## config.mk

```make
export PLATFORM = sky130hd
export DESIGN_NAME = modular_arithmetic_unit
export DESIGN_NICKNAME = d
export VERILOG_FILES = /design/src/rtl/mau_pkg.sv /design/src/rtl/mau_step.sv /design/src/rtl/mau_cfg.sv /design/src/rtl/modular_arithmetic_unit.sv
export SDC_FILE = /design/constraint.sdc
export NUM_CORES = 1
export LEC_CHECK = 0
export ABC_CLOCK_PERIOD_IN_PS = 10900
export BUFFER_PORTS_ARGS = -buffer_cell sky130_fd_sc_hd__clkbuf_2
export CORE_UTILIZATION = 53
export CTS_CLUSTER_DIAMETER = 60
export DETAILED_ROUTE_END_ITERATION = 8
export GPL_ROUTABILITY_DRIVEN = 1
export PLACE_DENSITY = 0.81
export SLEW_MARGIN = 10
export SYNTH_ARGS = -nofsm -noshare
export SYNTH_HDL_FRONTEND = slang
export SYNTH_SLANG_ARGS = --single-unit
```

## constraint.sdc

```tcl
create_clock -name clk -period 10.9 [get_ports clk]
set_input_delay 1.09 -clock clk [delete_from_list [all_inputs] [get_ports clk]]
set_output_delay 1.09 -clock clk [all_outputs]
set_load 0.02 [all_outputs]
```

## src/rtl/mau_pkg.sv

```systemverilog
// Types and constants shared by the modular arithmetic unit.
package mau_pkg;

	localparam int MOD_W = 31;
	localparam int MAG_W = 64;
	localparam int EXP_W = 63;
	localparam int CNT_W = 6;

	localparam logic [MOD_W-1:0] MODULUS_RESET = 31'd1000000007;

	// Register index of the modulus, taken from the word address.
	localparam logic REG_MODULUS = 1'b0;

	// Operation codes carried by the mode field.
	localparam logic [2:0] MODE_RED = 3'd0;
	localparam logic [2:0] MODE_ADD = 3'd1;
	localparam logic [2:0] MODE_SUB = 3'd2;
	localparam logic [2:0] MODE_MUL = 3'd3;
	localparam logic [2:0] MODE_NEG = 3'd4;
	localparam logic [2:0] MODE_POW = 3'd5;
	localparam logic [2:0] MODE_INV = 3'd6;
	localparam logic [2:0] MODE_DIV = 3'd7;

	// Step counts of the bit-serial passes, as the last counter value.
	localparam logic [CNT_W-1:0] RED_LAST = 6'd63;
	localparam logic [CNT_W-1:0] MUL_LAST = 6'd30;

	typedef enum logic [2:0] {
		ST_IDLE,
		ST_RED_A,
		ST_RED_B,
		ST_DISPATCH,
		ST_POW,
		ST_MUL,
		ST_FINISH
	} state_t;

	// Where the product of a modular multiply is written back.
	typedef enum logic [1:0] {
		MK_ACC,
		MK_SQ,
		MK_FINAL
	} mul_kind_t;

	// Request to the shared modular step unit.
	typedef struct packed {
		logic             dbl;
		logic [MOD_W-1:0] acc;
		logic [MOD_W-1:0] addend;
	} step_req_t;

endpackage

```

## src/rtl/mau_step.sv

```systemverilog
// Shared modular step unit: (2*acc or acc) plus addend, reduced below the modulus.
module mau_step (
	input  mau_pkg::step_req_t          req,
	input  logic [mau_pkg::MOD_W-1:0]   modulus,
	output logic [mau_pkg::MOD_W-1:0]   r
);
	import mau_pkg::*;

	logic [MOD_W+1:0] sum;
	logic [MOD_W+1:0] m1;
	logic [MOD_W+1:0] m2;

	// Both inputs lie below the modulus, so the sum stays below three moduli.
	always_comb begin
		m1  = {2'b00, modulus};
		m2  = {1'b0, modulus, 1'b0};
		sum = (req.dbl ? {1'b0, req.acc, 1'b0} : {2'b00, req.acc}) + {2'b00, req.addend};
		if (sum >= m2) begin
			r = MOD_W'(sum - m2);
		end else if (sum >= m1) begin
			r = MOD_W'(sum - m1);
		end else begin
			r = sum[MOD_W-1:0];
		end
	end

endmodule

```

## src/rtl/mau_cfg.sv

```systemverilog
// Configuration register file holding the modulus behind an APB-style port.
module mau_cfg (
	input  logic                        clk,
	input  logic                        arst_n,
	input  logic                        psel,
	input  logic                        penable,
	input  logic                        pwrite,
	input  logic [2:0]                  paddr,
	input  logic [31:0]                 pwdata,
	output logic [31:0]                 prdata,
	output logic                        pready,
	output logic [mau_pkg::MOD_W-1:0]   modulus
);
	import mau_pkg::*;

	logic [MOD_W-1:0] modulus_q;
	logic             wr_en;

	assign pready  = 1'b1;
	assign wr_en   = psel && penable && pwrite && (paddr[2] == REG_MODULUS);
	assign modulus = modulus_q;

	always_ff @(posedge clk or negedge arst_n) begin
		if (!arst_n) begin
			modulus_q <= MODULUS_RESET;
		end else if (wr_en) begin
			modulus_q <= pwdata[MOD_W-1:0];
		end
	end

	always_comb begin
		if (paddr[2] == REG_MODULUS) begin
			prdata = {1'b0, modulus_q};
		end else begin
			prdata = '0;
		end
	end

endmodule

```

## src/rtl/modular_arithmetic_unit.sv

```systemverilog
// Modular arithmetic unit over a configured modulus. Each item carries a mode, two signed
// 64-bit operands and an exponent, and gives exactly one residue in 0 to modulus-1. The
// operands are first reduced bit-serially, one bit per cycle, operand_a in every mode and
// operand_b in the add, subtract, multiply and divide modes. All arithmetic runs through
// one shared modular step unit (a double, an add and a reduction by up to two subtractions
// each cycle), and every modular multiply is a shift-and-add pass over the multiplier bits,
// set up by a step of the power loop in the power modes. An item is accepted, reduced,
// dispatched, worked on and finished, in that order. Power does one multiply per set
// exponent bit and one squaring for every bit up to and including the top set bit; inverse
// uses the exponent modulus-2 and divide adds the reduction of operand_b and one more
// multiply. The block takes one item at a time, but a finished result waits in the output
// register while the next item is already accepted. A modulus below two gives a result of
// zero for every mode. The modulus sits at byte address 0 of the configuration port and may
// be written only while the block is idle.
module modular_arithmetic_unit (
	input  logic                        clk,
	input  logic                        arst_n,
	// Input items.
	input  logic                        in_valid,
	output logic                        in_ready,
	input  logic [2:0]                  mode,
	input  logic signed [63:0]          operand_a,
	input  logic signed [63:0]          operand_b,
	input  logic [62:0]                 exponent,
	// Result items.
	output logic                        out_valid,
	input  logic                        out_ready,
	output logic [mau_pkg::MOD_W-1:0]   result,
	// Configuration port.
	input  logic                        psel,
	input  logic                        penable,
	input  logic                        pwrite,
	input  logic [2:0]                  paddr,
	input  logic [31:0]                 pwdata,
	output logic [31:0]                 prdata,
	output logic                        pready
);
	import mau_pkg::*;

	// Sequencer state and counter.
	state_t           state_q;
	state_t           state_d;
	logic [CNT_W-1:0] cnt_q;

	// Item registers.
	logic [2:0]       mode_q;
	logic [EXP_W-1:0] exp_q;
	logic [MAG_W-1:0] mag_q;
	logic [MAG_W-1:0] bmag_q;
	logic             nega_q;
	logic             negb_q;
	logic [MOD_W-1:0] a_q;
	logic [MOD_W-1:0] b_q;

	// Working registers of the multiply and power loops.
	logic [MOD_W-1:0] acc_q;
	logic [MOD_W-1:0] mx_q;
	logic [MOD_W-1:0] my_q;
	logic [MOD_W-1:0] pacc_q;
	logic [MOD_W-1:0] sq_q;
	mul_kind_t        kind_q;

	// Finished value and output register.
	logic [MOD_W-1:0] res_q;
	logic [MOD_W-1:0] result_q;
	logic             out_valid_q;

	logic [MOD_W-1:0] modulus;
	step_req_t        step_req;
	logic [MOD_W-1:0] step_r;
	logic [MOD_W-1:0] red_fix;
	logic [MOD_W-1:0] nega_res;
	logic [MOD_W-1:0] negb_res;
	logic [MAG_W-1:0] mag_a_in;
	logic [MAG_W-1:0] mag_b_in;
	logic             uses_b;
	logic             out_free;
	logic             accept;

	mau_cfg u_cfg (
		.clk     (clk),
		.arst_n  (arst_n),
		.psel    (psel),
		.penable (penable),
		.pwrite  (pwrite),
		.paddr   (paddr),
		.pwdata  (pwdata),
		.prdata  (prdata),
		.pready  (pready),
		.modulus (modulus)
	);

	mau_step u_step (
		.req     (step_req),
		.modulus (modulus),
		.r       (step_r)
	);

	assign in_ready  = (state_q == ST_IDLE);
	assign accept    = in_valid && in_ready;
	assign out_valid = out_valid_q;
	assign result    = result_q;
	assign out_free  = !out_valid_q || out_ready;

	// Magnitudes of the signed operands; the most negative value maps to 2^63 unchanged.
	assign mag_a_in = operand_a[63] ? (64'd0 - operand_a) : operand_a;
	assign mag_b_in = operand_b[63] ? (64'd0 - operand_b) : operand_b;

	// Only these modes need operand_b reduced.
	assign uses_b = (mode_q inside {MODE_ADD, MODE_SUB, MODE_MUL, MODE_DIV});

	// A negative operand with a non-zero residue becomes modulus minus that residue.
	always_comb begin
		nega_res = (a_q == '0) ? '0 : (modulus - a_q);
		negb_res = (b_q == '0) ? '0 : (modulus - b_q);
		if (((state_q == ST_RED_A) ? nega_q : negb_q) && (step_r != '0)) begin
			red_fix = modulus - step_r;
		end else begin
			red_fix = step_r;
		end
	end

	// Next state.
	always_comb begin
		state_d = state_q;
		case (state_q)
			ST_IDLE: begin
				if (in_valid) begin
					state_d = (modulus < 31'd2) ? ST_FINISH : ST_RED_A;
				end
			end
			ST_RED_A: begin
				if (cnt_q == '0) begin
					state_d = uses_b ? ST_RED_B : ST_DISPATCH;
				end
			end
			ST_RED_B: begin
				if (cnt_q == '0) begin
					state_d = ST_DISPATCH;
				end
			end
			ST_DISPATCH: begin
				case (mode_q)
					MODE_MUL:                     state_d = ST_MUL;
					MODE_POW, MODE_INV, MODE_DIV: state_d = ST_POW;
					default:                      state_d = ST_FINISH;
				endcase
			end
			ST_POW: begin
				if (exp_q == '0) begin
					state_d = (mode_q == MODE_DIV) ? ST_MUL : ST_FINISH;
				end else begin
					state_d = ST_MUL;
				end
			end
			ST_MUL: begin
				if (cnt_q == '0) begin
					state_d = (kind_q == MK_FINAL) ? ST_FINISH : ST_POW;
				end
			end
			ST_FINISH: begin
				if (out_free) begin
					state_d = ST_IDLE;
				end
			end
			default: state_d = ST_IDLE;
		endcase
	end

	// Request to the shared step unit for the current state.
	always_comb begin
		step_req = '0;
		case (state_q)
			ST_RED_A, ST_RED_B: begin
				step_req.dbl    = 1'b1;
				step_req.acc    = acc_q;
				step_req.addend = {{(MOD_W-1){1'b0}}, mag_q[MAG_W-1]};
			end
			ST_MUL: begin
				step_req.dbl    = 1'b1;
				step_req.acc    = acc_q;
				step_req.addend = my_q[MOD_W-1] ? mx_q : '0;
			end
			ST_DISPATCH: begin
				step_req.dbl = 1'b0;
				case (mode_q)
					MODE_ADD: begin
						step_req.acc    = a_q;
						step_req.addend = b_q;
					end
					MODE_SUB: begin
						step_req.acc    = a_q;
						step_req.addend = negb_res;
					end
					MODE_NEG: begin
						step_req.acc    = '0;
						step_req.addend = nega_res;
					end
					default: begin
						step_req.acc    = a_q;
						step_req.addend = '0;
					end
				endcase
			end
			default: step_req = '0;
		endcase
	end

	// Control registers.
	always_ff @(posedge clk or negedge arst_n) begin
		if (!arst_n) begin
			state_q     <= ST_IDLE;
			cnt_q       <= '0;
			out_valid_q <= 1'b0;
		end else begin
			state_q <= state_d;
			case (state_q)
				ST_IDLE: begin
					if (in_valid) begin
						cnt_q <= RED_LAST;
					end
				end
				ST_RED_A: begin
					cnt_q <= (cnt_q == '0) ? RED_LAST : (cnt_q - 6'd1);
				end
				ST_RED_B, ST_MUL: begin
					if (cnt_q != '0) begin
						cnt_q <= cnt_q - 6'd1;
					end
				end
				ST_DISPATCH, ST_POW: begin
					cnt_q <= MUL_LAST;
				end
				default: cnt_q <= cnt_q;
			endcase
			if (state_q == ST_FINISH && out_free) begin
				out_valid_q <= 1'b1;
			end else if (out_ready) begin
				out_valid_q <= 1'b0;
			end
		end
	end

	// Datapath registers.
	always_ff @(posedge clk) begin
		case (state_q)
			ST_IDLE: begin
				if (accept) begin
					mode_q <= mode;
					exp_q  <= exponent;
					nega_q <= operand_a[63];
					negb_q <= operand_b[63];
					mag_q  <= mag_a_in;
					bmag_q <= mag_b_in;
					acc_q  <= '0;
					res_q  <= '0;
				end
			end
			ST_RED_A: begin
				acc_q <= step_r;
				mag_q <= mag_q << 1;
				if (cnt_q == '0) begin
					a_q   <= red_fix;
					acc_q <= '0;
					mag_q <= bmag_q;
				end
			end
			ST_RED_B: begin
				acc_q <= step_r;
				mag_q <= mag_q << 1;
				if (cnt_q == '0) begin
					b_q <= red_fix;
				end
			end
			ST_DISPATCH: begin
				case (mode_q)
					MODE_MUL: begin
						mx_q   <= a_q;
						my_q   <= b_q;
						acc_q  <= '0;
						kind_q <= MK_FINAL;
					end
					MODE_POW: begin
						pacc_q <= 31'd1;
						sq_q   <= a_q;
					end
					MODE_INV: begin
						pacc_q <= 31'd1;
						sq_q   <= a_q;
						exp_q  <= {{(EXP_W-MOD_W){1'b0}}, modulus - 31'd2};
					end
					MODE_DIV: begin
						pacc_q <= 31'd1;
						sq_q   <= b_q;
						exp_q  <= {{(EXP_W-MOD_W){1'b0}}, modulus - 31'd2};
					end
					default: res_q <= step_r;
				endcase
			end
			ST_POW: begin
				acc_q <= '0;
				if (exp_q == '0) begin
					// Power done; divide still multiplies the inverse by a.
					res_q  <= pacc_q;
					mx_q   <= a_q;
					my_q   <= pacc_q;
					kind_q <= MK_FINAL;
				end else if (exp_q[0]) begin
					mx_q     <= sq_q;
					my_q     <= pacc_q;
					kind_q   <= MK_ACC;
					exp_q[0] <= 1'b0;
				end else begin
					mx_q   <= sq_q;
					my_q   <= sq_q;
					kind_q <= MK_SQ;
					exp_q  <= exp_q >> 1;
				end
			end
			ST_MUL: begin
				acc_q <= step_r;
				my_q  <= my_q << 1;
				if (cnt_q == '0) begin
					case (kind_q)
						MK_ACC:  pacc_q <= step_r;
						MK_SQ:   sq_q   <= step_r;
						default: res_q  <= step_r;
					endcase
				end
			end
			ST_FINISH: begin
				if (out_free) begin
					result_q <= res_q;
				end
			end
			default: begin
			end
		endcase
	end

	// A delivered residue lies below the modulus.
	a_result_range: assert property (@(posedge clk) disable iff (!arst_n)
		out_valid && modulus >= 31'd2 |-> result < modulus)
		else $error("result not below the modulus");

	// An accepted item always starts work in the next cycle.
	a_accept_busy: assert property (@(posedge clk) disable iff (!arst_n)
		in_valid && in_ready |=> state_q != ST_IDLE)
		else $error("accepted item did not start");

	// The power loop only ever holds reduced values.
	a_pow_reduced: assert property (@(posedge clk) disable iff (!arst_n)
		state_q == ST_POW && modulus >= 31'd2 |-> pacc_q < modulus && sq_q < modulus)
		else $error("power loop operand not reduced");

	// Operand reduction steps one bit per cycle.
	a_red_count: assert property (@(posedge clk) disable iff (!arst_n)
		state_q == ST_RED_A && cnt_q != '0 |=> state_q == ST_RED_A && cnt_q == $past(cnt_q) - 6'd1)
		else $error("reduction counter out of step");

endmodule

```

==> results of run 1 <==
-- logic make-up (layout without fill, tap and decap cells) --
kind of cell | count (synthesis) | after routing | share of synthesized area [%]
adder cells (fa/ha/maj) | 188 | 188 | 6.72
XOR/XNOR | 305 | 305 | 7.58
other | 2 | 3 | 0.0213
multiplexers | 80 | 80 | 2.40
buffers and inverters | 359 | 1115 | 3.85
flip-flops | 518 | 518 | 43.6
AND/OR/NAND/NOR | 978 | 978 | 13.5
AO/OA/AOI/OAI | 1212 | 1212 | 22.4
-- sequential cells by signal (all words and copies together) (netlist names), 6 cells and up --
signal         flops
res_q             31
u_cfg.modulus     31
mag_q             64
exp_q             63
result            31
b_q               31
bmag_q            64
mx_q              31
pacc_q            31
acc_q             31
cnt_q              6
my_q              31
a_q               31
sq_q              31
-- cell usage in the layout (no fill, tap or decap), types with 47 or more instances in the layout --
| cell | netlist | final |
|---|---|---|
| xor2_1 | 116 | 105 |
| clkbuf_2 | 0 | 296 |
| o21ai_0 | 410 | 375 |
| nor3_1 | 66 | 60 |
| nor2_1 | 242 | 231 |
| a22oi_1 | 108 | 107 |
| edfxtp_1 | 477 | 477 |
| a21oi_1 | 202 | 172 |
| o31ai_1 | 50 | 47 |
| a22o_1 | 49 | 49 |
| nand2_1 | 310 | 297 |
| ha_1 | 174 | 170 |
| a21o_1 | 78 | 78 |
| inv_1 | 162 | 159 |
| xnor2_1 | 189 | 183 |
| nand3_1 | 57 | 52 |
| buf_4 | 2 | 521 |
| clkbuf_16 | 0 | 60 |
-- cells in the mapped netlist (14+ instances only) --
cell | instances | area share [%]
a211oi_1 | 15 | 0.32
a21boi_0 | 25 | 0.53
a21o_1 | 78 | 1.7
a21oi_1 | 202 | 2.9
a221oi_1 | 14 | 0.35
a222oi_1 | 14 | 0.40
a22o_1 | 49 | 1.2
a22oi_1 | 108 | 2.3
a31o_2 | 21 | 0.52
a31oi_1 | 23 | 0.41
and2_1 | 20 | 0.36
and3_1 | 22 | 0.39
buf_1 | 18 | 0.19
clkbuf_1 | 171 | 1.8
dfrtp_1 | 25 | 1.8
dfstp_2 | 16 | 1.2
edfxtp_1 | 477 | 41
ha_1 | 174 | 6.2
inv_1 | 162 | 1.7
mux2_2 | 37 | 1.2
mux2i_1 | 43 | 1.2
nand2_1 | 310 | 3.3
nand2b_1 | 26 | 0.46
nand3_1 | 57 | 0.81
nand4_1 | 36 | 0.64
nor2_1 | 242 | 2.6
nor2b_1 | 21 | 0.37
nor3_1 | 66 | 0.94
nor4_1 | 44 | 0.78
o211ai_1 | 16 | 0.34
o21a_1 | 35 | 0.75
o21ai_0 | 410 | 5.8
o21bai_1 | 15 | 0.32
o31ai_1 | 50 | 1.1
o41ai_1 | 23 | 0.57
or2_2 | 22 | 0.39
or3_1 | 34 | 0.60
or4_1 | 33 | 0.70
xnor2_1 | 189 | 4.7
xor2_1 | 116 | 2.9
-- power groups by stage --
stage	Combinational, W	Sequential (W)	Clock [W]
2_1_floorplan	0.00585	0.00361	0
3_3_place_gp	0.00969	0.00368	0
3_5_place_dp	0.00987	0.00370	0
4_1_cts	0.0101	0.00367	0.00206
5_1_grt	0.0123	0.00373	0.00213
6_report	0.0116	0.00368	0.00205
-- metal layers --
metal	routed length (um)	track usage, %	share of wire [%]
met3	11100	5.96	8.9
met5	13	0	0.010
met4	8600	21.2	6.9
met1	46800	43.2	38
met2	57600	57.0	46
-- final cells by class --
type,instances,area (um^2)
antenna,1,2.50
sequential,518,15400
clock buffer,73,1530
inverter,168,633
multi-input combinational,2765,19700
tap,864,1080
clock inverter,36,457
timing repair buffer,838,5700
fill,4999,21300
-- metrics by stage --
step | TNS (ns) | setup WS (ns) | std cells | util, % | cell area (um^2)
5_1_grt | -14.86 | -0.623 | 5262 | 67.6 | 44400
3_3_place_gp | -29.82 | -0.632 | 5087 | 62.1 | 40800
6_report | -2.26 | -0.206 | 5263 | 67.6 | 44400
2_1_floorplan | 0 | 0.0554 | 3642 | - | 35200
4_1_cts | 0 | 0.0147 | 5226 | 65.8 | 43200
3_5_place_dp | -34.30 | -0.810 | 5087 | 62.1 | 40800
-- repair_timing --
item,in CTS,in global routing
setup endpoints to repair,62,62
buffers inserted,30,38
pin swaps,41,104
cloned,0,3
gates resized for setup,63,194
-- path summary, 6_finish.rpt --
kind                                     end  slack (ns)             start
setup / recovery                     a_q[10]       -0.21  u_cfg.modulus[0]
hold / removal                     result[0]        0.42          res_q[0]
setup reg to reg                     a_q[10]       -0.21  u_cfg.modulus[0]
hold reg to reg                    result[0]        0.42          res_q[0]
max in group asynchronous  u_cfg.modulus[26]        9.84            arst_n
min in group asynchronous   u_cfg.modulus[7]        0.56            arst_n
==> out/metrics.csv, run 1 <==
metric;value;unit
synthArstFlopShare;7.92;%
fp.dieH;260;um
rows;94;
detail_route.first_pass.iterations;7;
final_critical_path_setup_slack;-0.206;ns
clock_sinks;518;
die_width;260;um
period_minus_slack;11.11;ns
cellPowerDensity;390;nW/um^2
cts_htree_levels;2;
numPortBuffers;296;
syn_inst;3642;
swShare;45.7;%
drc;0;
seq_area_frac_synth;43.6;%
first_global_vias;31731;
worst_ir_drop_vdd;0.320;mV
synth.cell_area;35200;um^2
post_synth.cell_area_avg;9.68;um^2
globalRouteTotalUtil;34.9;%
clock-skew-final;0.0437;ns
worstSetupEndpointType;flip-flop;
grt_antenna_before_repair;1;
rsz0062_at_grt;yes;
initial_core_util;53.6;%
min_path_cells;0;
io_pins;302;
route.final.wire_length;124;mm
tritoncts;yes;
fraction_of_final_layout_cells_with_drive_strength_greater_than_1;27.6;%
worst_path_dominant_cell_family;compound AO/OA/AOI/OAI gates;
timing.critical_path.from_type;flip-flop;
cts_inserted_buffers;58;
ys_dominant_reg_cell;edfxtp_1;
hold_violations;0;
required;11.30;ns
worst_setup_hold_path_clk_slew;0.06;ns
routedWlPerCell;23.6;um
switchingPower;0.00793;W
timing.final.max_slew_violations;0;
violations;negative setup slack;
area_grow_syn2layout;26.1;%
critical-path-slowest-cell;a2111o_1;
final_nets;4764;
synth_edf_count;477;
dr.first_iter.drc_count;3774;
p_clk_share;11.8;%
outcome;finished with violations;
cts_root_buffer;clkbuf_16;
route.vias.total;33503;
measured_slew_at_the_worst_slew_check_pin;1.29;ns
crit_arrival;11.50;ns
placeableCoreArea;65700;um^2
synth.ff_latch_count;518;
max-cap-violations;0;
post_synth_num_cell_types;86;
setup.worst_path.class;reg2reg;
hp-class;reg2reg;
cts.path.max_buffers;3;
p_int;0.00941;W
wire_length_of_the_first_global_routing_pass;181;mm
cts-hold-fix-buffers;0;
mappedNetlistNets;4057;
seqPwrFrac;21.2;%
clk_latency;0.67;ns
dp.final_hpwl;90.8;mm
power.combinational.fraction;66.9;%
place.gp.congestion;0.988;
crit_fanout;4;
total_power;0.0173;W
finalSetupViolations;19;
final.hold.worst_slack;0.417;ns
worst-path-buf-inv;8;
critical_path_depth;56;
delay_contributed_by_the_slowest_stage_of_the_critical_path;0.46;ns
timing.max_slew.rel_slack;13.7;%
static-leakage-power;18.2;nW
pin_count_of_the_biggest_net_entering_global_routing;70;
clock.fmax;90.0;MHz
r2r_cells;56;
floorplan.die_area;67500;um^2
via_per_inst;6.37;
yosysWarningCount;0;
finalCritPeriodShare;102;%
final_antenna_net_count;0;
grt_remaining_overflow;0;
No activity file was read; power rests on OpenSTA's default activity.
==> inputs of run 2 (changes only) <==
--- a/config.mk
+++ b/config.mk
@@ -11,7 +11,7 @@
 export CTS_CLUSTER_DIAMETER = 60
 export DETAILED_ROUTE_END_ITERATION = 8
 export GPL_ROUTABILITY_DRIVEN = 1
-export PLACE_DENSITY = 0.81
+export PLACE_DENSITY = 0.84
 export SLEW_MARGIN = 10
 export SYNTH_ARGS = -nofsm -noshare
 export SYNTH_HDL_FRONTEND = slang
==> run 2 against run 1 <==
Effect of this change: the run now ends clean; core utilization fell by 0.58 points; first-iteration DRC count rose by 8.0%; global-route usage fell by 0.20 points; combinational power fell by 5%; largest power group unchanged; critical endpoint is now b_q[30].
==> out/metrics.csv, run 2 (same netlist as run 1, synthesis figures left out) <==
metric;value;unit;change
pin_count_of_the_biggest_net_entering_global_routing;70;;unchanged
crit_arrival;11.19;ns;was 11.50 ns
layout.cells.most_common_list;buf_4, edfxtp_1, o21ai_0, nand2_1, clkbuf_2;;unchanged
final_nets;4740;;was 4764
dp.final_hpwl;89.8;mm;was 90.8 mm
worst_path_dominant_cell_family;compound AO/OA/AOI/OAI gates;;unchanged
clock_sinks;518;;unchanged
period_minus_slack;10.84;ns;was 11.11 ns
total_power;0.0167;W;was 0.0173 W
sum_of_routed_wire_segments_on_met1;45.7;mm;was 46.8 mm
fraction_of_final_layout_cells_with_drive_strength_greater_than_1;26.9;%;was 27.6%
cts_inserted_buffers;58;;unchanged
finalCritPeriodShare;99.4;%;was 102%
cts.path.max_buffers;3;;unchanged
seqPwrFrac;22.0;%;was 21.2%
wire_length_of_the_first_global_routing_pass;181;mm;about the same
hold_violations;0;;unchanged
grt_antenna_before_repair;3;;was 1
wl_met2;55.9;mm;was 57.6 mm
place.gp.congestion;1.02;;was 0.988
numPortBuffers;296;;unchanged
cellPowerDensity;379;nW/um^2;was 390 nW/um^2
clk_latency;0.67;ns;about the same
io_pins;302;;unchanged
area_grow_syn2layout;25.0;%;was 26.1%
placeableCoreArea;65700;um^2;unchanged
biggestRegsByFlops;bmag_q x64, mag_q x64, exp_q x63;;unchanged
static-leakage-power;18.0;nW;was 18.2 nW
max-cap-violations;0;;unchanged
cts_root_buffer;clkbuf_16;;unchanged
worst_path_most_repeated_cell;buf_4;;
drc;0;;unchanged
routedWlPerCell;23.2;um;was 23.6 um
floorplan.die_area;67500;um^2;unchanged
cts_htree_levels;2;;unchanged
dr.first_iter.drc_count;4075;;was 3774
rows;94;;unchanged
final_antenna_net_count;0;;unchanged
power.combinational.fraction;66.1;%;was 66.9%
switchingPower;0.00760;W;was 0.00793 W
outcome;complete, no violations;;was finished with violations
p_clk_share;11.9;%;was 11.8%
crit_fanout;10;;was 4
timing.critical_path.from_type;flip-flop;;unchanged
required;11.26;ns;was 11.30 ns
highest-signal-layer;met5;;unchanged
worst_setup_hold_path_clk_slew;0.06;ns;about the same
grt_remaining_overflow;0;;unchanged
timing.max_slew.rel_slack;16.8;%;was 13.7%
worst_ir_drop_vdd;0.336;mV;was 0.320 mV
p_int;0.00911;W;was 0.00941 W
route.final.wire_length;122;mm;was 124 mm
most_common_cell_after_layout_fill_and_taps_aside;buf_4;;unchanged
rsz0062_at_grt;yes;;unchanged
finalSetupViolations;0;;was 19
swShare;45.5;%;was 45.7%
timing.final.max_slew_violations;0;;unchanged
route.vias.total;33306;;was 33503
total_length_of_routed_met3_wires;11.7;mm;was 11.1 mm
via_per_inst;6.35;;was 6.37
measured_slew_at_the_worst_slew_check_pin;1.24;ns;was 1.29 ns
die_width;260;um;unchanged
delay_contributed_by_the_slowest_stage_of_the_critical_path;0.51;ns;was 0.46 ns
clock-skew-final;0.0455;ns;was 0.0437 ns
clock.fmax;92.3;MHz;was 90.0 MHz
detail_route.first_pass.iterations;6;;was 7
initial_core_util;53.6;%;unchanged
worstSetupEndpointType;flip-flop;;unchanged
globalRouteTotalUtil;34.7;%;was 34.9%
setup.worst_path.class;reg2reg;;unchanged
final_core_util;67.0;%;was 67.6%
tritoncts;yes;;unchanged
worst-path-buf-inv;9;;was 8
fp.dieH;260;um;unchanged
first_global_vias;31933;;was 31731
critical-path-slowest-cell;or4_4;;was a2111o_1
hp-class;reg2reg;;unchanged
==> run 2: cell count changes in the layout (fill, tap and decap cells not counted), moves of 4 or more <==
| cell | before | now |
|---|---|---|
| buf_12 | 5 | 11 |
| buf_4 | 521 | 497 |
| buf_6 | 13 | 9 |
| clkbuf_1 | 13 | 8 |
| clkinv_1 | 13 | 18 |
| nand2_1 | 297 | 304 |
| xnor2_1 | 183 | 188 |
| xnor2_2 | 6 | 1 |
| xor2_1 | 105 | 115 |
| xor2_2 | 7 | 1 |
| xor2_4 | 4 | 0 |
==> run 2: area by class of cell <==
type / instances / area, um^2
inverters: 168 / 637
flip-flops and latches: 518 / 15400
diodes: 3 / 7.51
clock inverters: 41 / 414
clock buffers: 68 / 1510
well taps: 864 / 1080
fillers: 4877 / 21700
multi-input cells: 2765 / 19500
repair buffers: 814 / 5560
==> run 2: power groups by stage <==
stage / clock network [W] / registers, W / logic [W]
floorplan: 0 / 0.00361 / 0.00585
global placement: 0 / 0.00367 / 0.00953
detailed placement: 0 / 0.00370 / 0.00972
CTS: 0.00199 / 0.00367 / 0.0101
global route: 0.00207 / 0.00372 / 0.0117
finish: 0.00199 / 0.00368 / 0.0110
==> run 2: repair_timing <==
action | 4_1_cts | 5_1_grt
buffers inserted | 32 | 32
cloned | 0 | 1
gates resized for setup | 77 | 147
setup endpoints to repair | 62 | 62
pin swaps | 36 | 117
hold buffers | 0 | 0
==> run 2: per-stage QoR <==
| step | setup TNS, ns | hold WS (ns) | instances | area, um^2 | setup WS (ns) |
|---|---|---|---|---|---|
| after floorplan | 0 | 0.400 | 3642 | 35200 | 0.0554 |
| after global placement | -26.67 | 0.404 | 5068 | 40800 | -0.704 |
| after detailed placement | -33.28 | 0.405 | 5068 | 40800 | -0.806 |
| after CTS | 0 | 0.419 | 5209 | 43200 | 0.0212 |
| after global routing | -10.47 | 0.423 | 5239 | 44000 | -0.320 |
| final | 0 | 0.417 | 5241 | 44100 | 0.0630 |
==> run 2: metal layers <==
metal | global-route usage, % | vias to the layer above
met2 | 55.7 | 1915
met1 | 43.1 | 15878
li1 | - | 15094
met5 | 0 | -
met3 | 6.73 | 417
met4 | 21.4 | 2
==> run 2: path summary, 6_finish.rpt <==
check	cells after the start	slack (ns)	start	to
setup / recovery	55	0.06	u_cfg.modulus[0]	b_q[30]
max in group asynchronous	2	9.83	arst_n	cnt_q[4]
hold reg to reg	0	0.42	res_q[14]	result[14]
setup reg to reg	55	0.06	u_cfg.modulus[0]	b_q[30]
hold / removal	0	0.42	res_q[14]	result[14]
min in group asynchronous	2	0.56	arst_n	u_cfg.modulus[7]
==> run 2: worst register-to-register path: cells and delay by family (launching register included) <==
| family | cells | cell delay, ns |
|---|---|---|
| xor+xnor | 1 | 0.14 |
| fa+ha+maj | 4 | 1.15 |
| flops | 1 | 0.38 |
| simple gates | 13 | 2.05 |
| buf+inv | 9 | 1.24 |
| compound gates | 28 | 5.57 |
